<file path="config.mk">
export PLATFORM = sky130hd
export DESIGN_NAME = line_interior_rasterizer
export DESIGN_NICKNAME = d
export VERILOG_FILES = /design/src/rtl/core/lir_pkg.sv /design/src/rtl/core/line_interior_rasterizer.sv /design/src/rtl/core/lir_setup.sv
export SDC_FILE = /design/constraint.sdc
export NUM_CORES = 1
export LEC_CHECK = 0
export ABC_AREA = 1
export BUFFER_PORTS_ARGS = -buffer_cell sky130_fd_sc_hd__buf_2
export CORE_ASPECT_RATIO = 0.6
export CORE_UTILIZATION = 25
export DETAILED_ROUTE_END_ITERATION = 10
export GPL_TIMING_DRIVEN = 0
export SKIP_CTS_REPAIR_TIMING = 1
export SYNTH_ARGS = -nofsm -noshare
export SYNTH_HDL_FRONTEND = slang
export SYNTH_SLANG_ARGS = --single-unit
</file>
<file path="constraint.sdc">
create_clock -name i_clk -period 12.6 [get_ports i_clk]
set_input_delay 1.89 -clock i_clk [delete_from_list [all_inputs] [get_ports i_clk]]
set_output_delay 1.89 -clock i_clk [all_outputs]
set_load 0.05 [all_outputs]
</file>
<file path="src/rtl/core/lir_pkg.sv">
// ----------------------------------------------------------------------------
// lir_pkg
// Shared codes for the line interior rasterizer: item modes and the bit
// positions of the step direction flags.
// ----------------------------------------------------------------------------
package lir_pkg;

    typedef enum logic {
        MODE_LOAD = 1'b0,
        MODE_STEP = 1'b1
    } t_mode;

    // step direction flags
    localparam int SGN_X_UP = 0;
    localparam int SGN_X_DN = 1;
    localparam int SGN_Y_UP = 2;
    localparam int SGN_Y_DN = 3;
    localparam int SGN_BITS = 4;

endpackage

</file>
<file path="src/rtl/core/line_interior_rasterizer.sv">
// ----------------------------------------------------------------------------
// line_interior_rasterizer
// Bresenham line stepper: a load item sets up a line, each step item yields
// the next interior pixel while any are left (endpoints excluded).
// ----------------------------------------------------------------------------
// Pipeline: input register, then setup or step logic into the result
// register.
// Throughput: one item per cycle while the output is not stalled; the error
// update and coordinate step close on the line state registers.
// Reset: synchronous; clears the line state (no line active) and both valids.
// ----------------------------------------------------------------------------
module line_interior_rasterizer #(
    parameter int COORD_BITS = 16
) (
    input  logic                         i_clk,
    input  logic                         i_rst_n,
    input  logic                         i_valid,
    output logic                         o_stall,
    input  logic                         i_mode,
    input  logic signed [COORD_BITS-1:0] i_start_x,
    input  logic signed [COORD_BITS-1:0] i_start_y,
    input  logic signed [COORD_BITS-1:0] i_end_x,
    input  logic signed [COORD_BITS-1:0] i_end_y,
    output logic                         o_valid,
    input  logic                         i_stall,
    output logic signed [COORD_BITS-1:0] o_pixel_x,
    output logic signed [COORD_BITS-1:0] o_pixel_y,
    output logic                         o_last_pixel
);
    import lir_pkg::*;

    localparam int DW = COORD_BITS + 1;
    localparam int EW = COORD_BITS + 3;

    // input register
    logic                         r_in_valid;
    t_mode                        r_mode;
    logic signed [COORD_BITS-1:0] r_start_x;
    logic signed [COORD_BITS-1:0] r_start_y;
    logic signed [COORD_BITS-1:0] r_end_x;
    logic signed [COORD_BITS-1:0] r_end_y;

    // line state
    logic [COORD_BITS-1:0] r_cur_x;
    logic [COORD_BITS-1:0] r_cur_y;
    logic signed [EW-1:0]  r_error;
    logic [DW-1:0]         r_major;
    logic [DW-1:0]         r_minor;
    logic [SGN_BITS-1:0]   r_signs;
    logic                  r_y_major;
    logic [DW-1:0]         r_pixels_left;

    // result register
    logic                  r_out_valid;
    logic [COORD_BITS-1:0] r_pix_x;
    logic [COORD_BITS-1:0] r_pix_y;
    logic                  r_last;

    // setup results
    logic [DW-1:0]        su_major;
    logic [DW-1:0]        su_minor;
    logic signed [EW-1:0] su_error;
    logic [SGN_BITS-1:0]  su_signs;
    logic                 su_y_major;
    logic [DW-1:0]        su_pixels_left;

    // step logic
    logic                  out_free;
    logic                  advance;
    logic                  do_step;
    logic                  err_pos;
    logic                  maj_up, maj_dn, min_up, min_dn;
    logic [COORD_BITS-1:0] maj_cur, min_cur;
    logic [COORD_BITS-1:0] n_maj, n_min;
    logic [COORD_BITS-1:0] n_cur_x, n_cur_y;
    logic signed [EW-1:0]  n_error;

    lir_setup #(
        .COORD_BITS (COORD_BITS)
    ) u_setup (
        .i_start_x     (r_start_x),
        .i_start_y     (r_start_y),
        .i_end_x       (r_end_x),
        .i_end_y       (r_end_y),
        .o_major_delta (su_major),
        .o_minor_delta (su_minor),
        .o_error_init  (su_error),
        .o_step_signs  (su_signs),
        .o_y_major     (su_y_major),
        .o_pixels_left (su_pixels_left)
    );

    assign out_free = !r_out_valid || !i_stall;
    assign advance  = r_in_valid && out_free;
    assign o_stall  = r_in_valid && !out_free;
    assign do_step  = advance && (r_mode == MODE_STEP) && (r_pixels_left != '0);

    assign maj_up  = r_y_major ? r_signs[SGN_Y_UP] : r_signs[SGN_X_UP];
    assign maj_dn  = r_y_major ? r_signs[SGN_Y_DN] : r_signs[SGN_X_DN];
    assign min_up  = r_y_major ? r_signs[SGN_X_UP] : r_signs[SGN_Y_UP];
    assign min_dn  = r_y_major ? r_signs[SGN_X_DN] : r_signs[SGN_Y_DN];
    assign maj_cur = r_y_major ? r_cur_y : r_cur_x;
    assign min_cur = r_y_major ? r_cur_x : r_cur_y;

    assign err_pos = !r_error[EW-1] && (r_error != '0);

    always_comb begin
        n_maj = maj_cur;
        if (maj_up) begin
            n_maj = maj_cur + COORD_BITS'(1);
        end else if (maj_dn) begin
            n_maj = maj_cur - COORD_BITS'(1);
        end
        n_min = min_cur;
        if (err_pos && min_up) begin
            n_min = min_cur + COORD_BITS'(1);
        end else if (err_pos && min_dn) begin
            n_min = min_cur - COORD_BITS'(1);
        end
    end

    assign n_cur_x = r_y_major ? n_min : n_maj;
    assign n_cur_y = r_y_major ? n_maj : n_min;

    // modular add; the true value always fits EW bits
    assign n_error = r_error
                   - (err_pos ? $signed({1'b0, r_major, 1'b0}) : EW'(0))
                   + $signed({1'b0, r_minor, 1'b0});

    always_ff @(posedge i_clk) begin
        if (!i_rst_n) begin
            r_in_valid    <= 1'b0;
            r_out_valid   <= 1'b0;
            r_cur_x       <= '0;
            r_cur_y       <= '0;
            r_error       <= '0;
            r_major       <= '0;
            r_minor       <= '0;
            r_signs       <= '0;
            r_y_major     <= 1'b0;
            r_pixels_left <= '0;
        end else begin
            if (!o_stall) begin
                r_in_valid <= i_valid;
            end
            if (out_free) begin
                r_out_valid <= do_step;
            end
            if (advance && (r_mode == MODE_LOAD)) begin
                r_cur_x       <= r_start_x;
                r_cur_y       <= r_start_y;
                r_error       <= su_error;
                r_major       <= su_major;
                r_minor       <= su_minor;
                r_signs       <= su_signs;
                r_y_major     <= su_y_major;
                r_pixels_left <= su_pixels_left;
            end else if (do_step) begin
                r_cur_x       <= n_cur_x;
                r_cur_y       <= n_cur_y;
                r_error       <= n_error;
                r_pixels_left <= r_pixels_left - DW'(1);
            end
        end
    end

    // payload registers
    always_ff @(posedge i_clk) begin
        if (i_valid && !o_stall) begin
            r_mode    <= t_mode'(i_mode);
            r_start_x <= i_start_x;
            r_start_y <= i_start_y;
            r_end_x   <= i_end_x;
            r_end_y   <= i_end_y;
        end
        if (do_step) begin
            r_pix_x <= n_cur_x;
            r_pix_y <= n_cur_y;
            r_last  <= (r_pixels_left == DW'(1));
        end
    end

    assign o_valid      = r_out_valid;
    assign o_pixel_x    = $signed(r_pix_x);
    assign o_pixel_y    = $signed(r_pix_y);
    assign o_last_pixel = r_last;

endmodule

</file>
<file path="src/rtl/core/lir_setup.sv">
// ----------------------------------------------------------------------------
// lir_setup
// Line setup: deltas, step directions, major axis, initial error term and
// interior pixel count from two endpoints.
// ----------------------------------------------------------------------------
module lir_setup #(
    parameter int COORD_BITS = 16
) (
    input  logic signed [COORD_BITS-1:0] i_start_x,
    input  logic signed [COORD_BITS-1:0] i_start_y,
    input  logic signed [COORD_BITS-1:0] i_end_x,
    input  logic signed [COORD_BITS-1:0] i_end_y,
    output logic [COORD_BITS:0]          o_major_delta,
    output logic [COORD_BITS:0]          o_minor_delta,
    output logic signed [COORD_BITS+2:0] o_error_init,
    output logic [lir_pkg::SGN_BITS-1:0] o_step_signs,
    output logic                         o_y_major,
    output logic [COORD_BITS:0]          o_pixels_left
);
    import lir_pkg::*;

    localparam int DW = COORD_BITS + 1;

    logic signed [DW-1:0] dx;
    logic signed [DW-1:0] dy;
    logic [DW-1:0]        ax;
    logic [DW-1:0]        ay;

    assign dx = $signed({i_end_x[COORD_BITS-1], i_end_x})
              - $signed({i_start_x[COORD_BITS-1], i_start_x});
    assign dy = $signed({i_end_y[COORD_BITS-1], i_end_y})
              - $signed({i_start_y[COORD_BITS-1], i_start_y});

    // magnitude of a negative delta still fits in DW unsigned bits
    assign ax = dx[DW-1] ? DW'(-dx) : DW'(dx);
    assign ay = dy[DW-1] ? DW'(-dy) : DW'(dy);

    always_comb begin
        o_step_signs           = '0;
        o_step_signs[SGN_X_UP] = !dx[DW-1] && (dx != '0);
        o_step_signs[SGN_X_DN] = dx[DW-1];
        o_step_signs[SGN_Y_UP] = !dy[DW-1] && (dy != '0);
        o_step_signs[SGN_Y_DN] = dy[DW-1];
    end

    assign o_y_major     = !(ax > ay);
    assign o_major_delta = o_y_major ? ay : ax;
    assign o_minor_delta = o_y_major ? ax : ay;

    assign o_error_init  = $signed({1'b0, o_minor_delta, 1'b0})
                         - $signed({2'b00, o_major_delta});

    assign o_pixels_left = (o_major_delta > DW'(1)) ? o_major_delta - DW'(1) : '0;

endmodule

</file>
* After elaboration in Yosys (flattened, before gate mapping) *
Index checks and enable logic that the tools add are counted.

cells by class
  muxes and demuxes = 26
  equal/unequal tests = 1
  bitwise gates (word level) = 1
  add/subtract/negate cells = 13
  magnitude comparators = 2
  reduce and logical (&&, ||, !) cells = 25

operator list
  operator               number
  $mux 16                12
  $mux 17                7
  $reduce_bool 17->1     3
  $mux 19                2
  $neg 17->17            2
  $sub 16x16->17         2
  $sub 17x1->17 const B  2
  $add 16x1->16 const B  2
  $sub 16x1->16 const B  2
  $add 19x19->19         1
  $reduce_bool 19->1     1
  $sub 18x17->19         1
  $sub 19x19->19         1
  $mux 18                1
  $eq 17x1->1 const B    1
  $gt 17x1->1 const B    1
  $gt 17x17->1           1
  $logic_and 1x1->1      11
  $logic_not 1->1        8
  $mux 1                 4
  $reduce_bool 2->1      1
  $logic_or 1x1->1       1
  $not 1->1              1

storage, ports and cells
  input port bits = 69
  bits in registers = 207
  output and inout port bits = 35
  word-level logic and storage cells = 86

* Longest topological paths before layout *
  word-level depth = 8
  gate-level depth with buffers = 57
  depth with buffers taken out = 54

* By module *
From an unflattened synthesis, not the netlist that was laid out.

unflattened totals
  cells, all modules = 2537
  area, all modules = 17513.0 um^2

modules (own cells, without submodules)
  module                    seq. area each (um^2)  times used  cells an instance  area each (um^2)
  line_interior_rasterizer  5124.9                 1           1579               12119.1
  lir_setup                 0.0                    1           958                5393.9

* Least setup slack after synthesis *
No wires, ideal clock.

  kind = reg-to-reg
  start point = register r_start_y[0]
  end point = register r_error[16]
  required time = 12.543 ns
  slack = 6.026 ns
  clock period less this slack = 6.574 ns
  cell stages (with the launch flop) = 46
  arrival time = 6.517 ns
  path buffers = 3
  setup time = 0.057 ns
  cells stage by stage = edfxtp_1 -> ha_1 -> fa_1 -> ha_1 -> a21boi_1 -> nand3_1 -> nor2_1 -> nand2_2 -> nor2_4 -> nand3_1 -> nor3_1 -> nand3_1 -> nor2_1 -> inv_1 -> ha_1 -> nand4_1 -> nor4_1 -> nand4_4 -> (+10 left out) -> a21oi_1 -> o21bai_1 -> nand3_1 -> nand2_1 -> nand2_1 -> inv_1 -> o21a_1 -> nor2_1 -> nor2_1 -> o21ai_0 -> nand2_1 -> nand2_1 -> nand3_1 -> o21ai_0 -> nand2_1 -> o21ai_0 -> nand2_1 -> inv_1

on the way
  word-level cells in the longest chain between the ends = 7
  elaborated cells on any way between the ends = 8
  classes of those cells = add/sub: 3; order compare: 1; mux: 4

ends and longest elaborated chain
  item                    line                             text
  from (decl)             line_interior_rasterizer.sv:39   logic signed [COORD_BITS-1:0] r_start_y;
  from (signal assigned)  line_interior_rasterizer.sv:172  r_start_y <= i_start_y;
  $sub 16x16->17 *        lir_setup.sv:32                  - $signed({i_start_y[COORD_BITS-1], i_start_y});
  $neg 17->17             lir_setup.sv:36                  assign ay = dy[DW-1] ? DW'(-dy) : DW'(dy);
  $mux 17 *               lir_setup.sv:36
  $gt 17x17->1            lir_setup.sv:46                  assign o_y_major = !(ax > ay);
  $mux 17 *               lir_setup.sv:48                  assign o_minor_delta = o_y_major ? ax : ay;
  named net su_minor[4]   line_interior_rasterizer.sv:61   logic [DW-1:0] su_minor;
  $sub 18x17->19 *        lir_setup.sv:51                  - $signed({2'b00, o_major_delta});
  $mux 19 *               line_interior_rasterizer.sv:149  if (advance && (r_mode == MODE_LOAD)) begin
  to (signal assigned)    line_interior_rasterizer.sv:152  r_error <= su_error;
  to (signal assigned)    line_interior_rasterizer.sv:161  r_error <= n_error;
  to (decl)               line_interior_rasterizer.sv:46   logic signed [EW-1:0] r_error;

Mark *: on every way through the listed nets, which the timed path passes. The rest lies on a longest branch.
A chain may end at the register's enable or synchronous reset.

* Worst setup path after layout *
Same ends and word-level chain as after synthesis.

==> results.py <==
metrics = {
    "outcome": {
        "outcome": "finished with violations",
        "failing_checks": "DRC",
    },
    "logic_synthesis": {
        "mappedNetlistNets": 2457,
        "synthesis.instances": 2278,
        "synth_edf_count": 98,
        "synth-seq-cells": 207,
        "synth-main-ff-cell": "dfxtp_1",
        "syn-cell-area_um2": 16020,
        "async_reset_ff_share_pct": 0,
        "yosys_warnings": 0,
        "post_synth.cell_area_avg_um2": 7.032,
        "sequential_cell_area_fraction_in_the_yosys_report_pct": 32.00,
        "synth.distinct_cells": 55,
    },
    "critical_path": {
        "critical_path.n_buffers_inverters": 9,
        "rr_endpoint": "r_error[16]",
        "critical-path-top-cell-by-count": "nand2_1",
        "critPathCaptureType": "flop",
        "regToRegSetupSlack_ns": 3.83,
        "timing_worst_setup_path_type": "reg -> reg",
        "critical_path.slowest_cell": "or2_2",
        "worst-endpoint-arrival_ns": 9.24,
        "worst-path-stages": 49,
        "crit_path_max_incr_delay_ns": 0.46,
        "crit_family": "simple AND/OR/NAND/NOR gates",
        "cp-start-kind": "flop",
        "crit_path_max_fanout": 10,
        "r2r-start": "r_start_y[0]",
        "worst_r2r_path_depth": 49,
        "timing.critical_path.required_ns": 13.07,
    },
    "sta": {
        "final_hold_viol_count": 0,
        "worst_slack_ns": 3.834,
        "final.min_clock_period_ns": 8.766,
        "setup_tns_ns": 0,
        "unrepaired_setup_endpoints_after_global_routing": "false",
        "max_slew_margin_pct": 35.37,
        "fin_worst_skew_ns": 0.02541,
        "drv_slew": 0,
        "min_period_over_period_pct": 69.57,
        "worst_slew_pin_slew_ns": 0.9594,
        "timing.final.setup_violations": 0,
        "max_clock_freq_mhz": 114.1,
    },
    "drt": {
        "routed-via-count": 15550,
        "wirelength_um": 56540,
        "drt.antenna.violating_nets": 0,
        "post-route-drc-count": 10,
        "drt_iter0_markers": 1793,
        "vias_per_cell": 4.770,
        "post_drt_wl_per_cell_um": 17.35,
        "drt-pass1-iter-count": 8,
    },
    "placed_design": {
        "preCtsSetupSlack_ns": 4.164,
        "gp_congestion": 0.9836,
        "post-dp-hpwl_um": 46080,
        "placement.cell_area_um2": 17630,
        "dp_cells": 3222,
        "portBuffers": 103,
    },
    "pwr": {
        "power_density_nw_per_um2": 209.6,
        "power.static_leakage_nw": 8.519,
        "design_power_total_mw": 3.830,
        "ir_worst_vdd_uv": 137.2,
    },
    "cts": {
        "cts_root_buf": "clkbuf_16",
        "clkSinkCount": 207,
        "numCtsBuffers": 21,
        "cts.reportedPaths.clkPinSlew_ns": 0.07,
        "tritoncts": "done",
        "worst_case_clock_buffer_depth": 3,
        "clk-insertion-delay-late_ns": 0.55,
        "htree_num_levels": 1,
    },
    "layout": {
        "final_common_cell": "nand2_1",
        "finish.net_count": 2585,
        "final_cells": 3259,
        "antenna_cells": 0,
        "fin_area_um2": 18270,
        "mostFrequentLayoutCells": "nand2_1 (515), inv_1 (374), o21ai_0 (210)",
        "final_layout_size_suffix_gt1_share_pct": 11.61,
        "area_growth_pct": 14.06,
    },
    "grt": {
        "global_route.overflow_total": 0,
        "antenna_violations_before_repair": 3,
        "global_route.usage.total_pct": 17.08,
        "grt_pass1_wl_um": 84300,
        "vias_in_the_first_global_route": 13820,
        "maximum_number_of_pins_on_one_net_before_global_route_repair": 47,
    },
    "floorplan": {
        "fp.dieArea_um2": 65120,
        "top_level_i_o_count": 104,
        "placementRows": 71,
        "initial_utilization_pct": 25.43,
        "die_height_um": 198.1,
        "die_width_um": 328.8,
        "core_area_um2": 62980,
    },
    "job": {
        "cap_violations": 0,
    },
    "min_path": {
        "worst_hold_path.num_cells": 2,
        "hold-path-endpoint": "r_signs[0]",
        "hp_class": "reg -> reg",
        "min_from": "r_signs[0]",
    },
}
## registers in the layout (all words and copies together) (netlist names), 16 cells and up
name / cells
r_end_y: 16
o_pixel_y: 16
r_end_x: 16
o_pixel_x: 16
r_start_y: 16
r_major: 17
r_minor: 17
r_start_x: 16
r_error: 19
r_pixels_left: 17
r_cur_x: 16
r_cur_y: 16
## where the power goes
part / internal (mW) / switching (mW)
clock network: 0.329 / 0.291
registers: 0.769 / 0.0435
logic: 0.733 / 1.66
## metrics by stage
stage	hold slack (ns)	util, %
floorplan	0.4453	-
global placement	0.4607	27.92
detailed placement	0.4615	27.99
CTS	0.4716	29.01
global route	0.5141	29.01
finish	0.4770	29.01
## worst min-delay path, delay by kind of cell (launching register included)
kind / cells / cell delay, ns
AO/OA/AOI/OAI: 1 / 0.06
flip-flops: 1 / 0.31
AND/OR/NAND/NOR: 1 / 0.06
## worst max-delay path by stage
stage	endpoint	from	slack (ns)
final	r_error[16]	r_start_y[0]	3.83
after global routing	r_error[16]	r_start_y[0]	3.28
after CTS	r_error[16]	r_start_y[0]	4.13
after detailed placement	r_error[16]	r_start_y[0]	4.16
after global placement	r_error[16]	r_start_y[0]	4.20
after floorplan	r_error[16]	r_start_y[0]	6.03
## area by class of cell
cell class              count  area, µm²
clock buffers              30      590.6
flip-flops and latches    207       5125
inverters                 386       1449
repair buffers            105      563.0
clock inverters             7      47.55
multi-input cells        1612       9106
plain buffers              73      339.1
well taps                 839       1050
fillers                  6894      44710
## routing by layer
metal  vias up  routed length, µm  global-route usage [%]
li1       7668                  -                       -
met1      7144              28480                   26.88
met2       682              18240                   19.40
met3        52               9045                   8.716
met4         0                777                   2.894
met5         -                  0                       0
## cell usage after synthesis (7+ instances only)
| library cell | n | area [µm²] |
|---|---|---|
| nor3_1 | 25 | 125.1 |
| clkbuf_1 | 54 | 202.7 |
| nand4_1 | 30 | 187.7 |
| xnor2_1 | 10 | 87.58 |
| dfxtp_1 | 109 | 2182 |
| nand2_2 | 36 | 225.2 |
| o21ai_0 | 210 | 1051 |
| nor2_1 | 161 | 604.3 |
| buf_6 | 7 | 78.83 |
| a21oi_2 | 8 | 70.07 |
| o31ai_1 | 8 | 60.06 |
| ha_1 | 89 | 1114 |
| nor2_2 | 11 | 68.82 |
| inv_2 | 9 | 33.78 |
| or2_2 | 34 | 212.7 |
| a31oi_1 | 48 | 300.3 |
| nand3_2 | 14 | 140.1 |
| edfxtp_1 | 98 | 2943 |
| nand2_1 | 515 | 1933 |
| inv_1 | 375 | 1408 |
| nand3b_1 | 13 | 97.59 |
| fa_1 | 21 | 420.4 |
| xor2_1 | 76 | 665.6 |
| nand3_1 | 113 | 565.5 |
| a21oi_1 | 121 | 605.6 |
## kinds of logic (layout without fill, tap and decap cells)
logic type               after synthesis  count (layout)  synth area share (%)
AND/OR/NAND/NOR                      975             975                 27.38
buffers and inverters                459             601                 11.15
multiplexers                           1               1               0.06249
flip-flops                           207             207                 31.99
XOR/XNOR                              86              86                 4.702
adder cells (fa/ha/maj)              110             110                 9.577
AO/OA/AOI/OAI                        440             440                 15.13
Note: power is estimated with default switching activity, not from simulation.
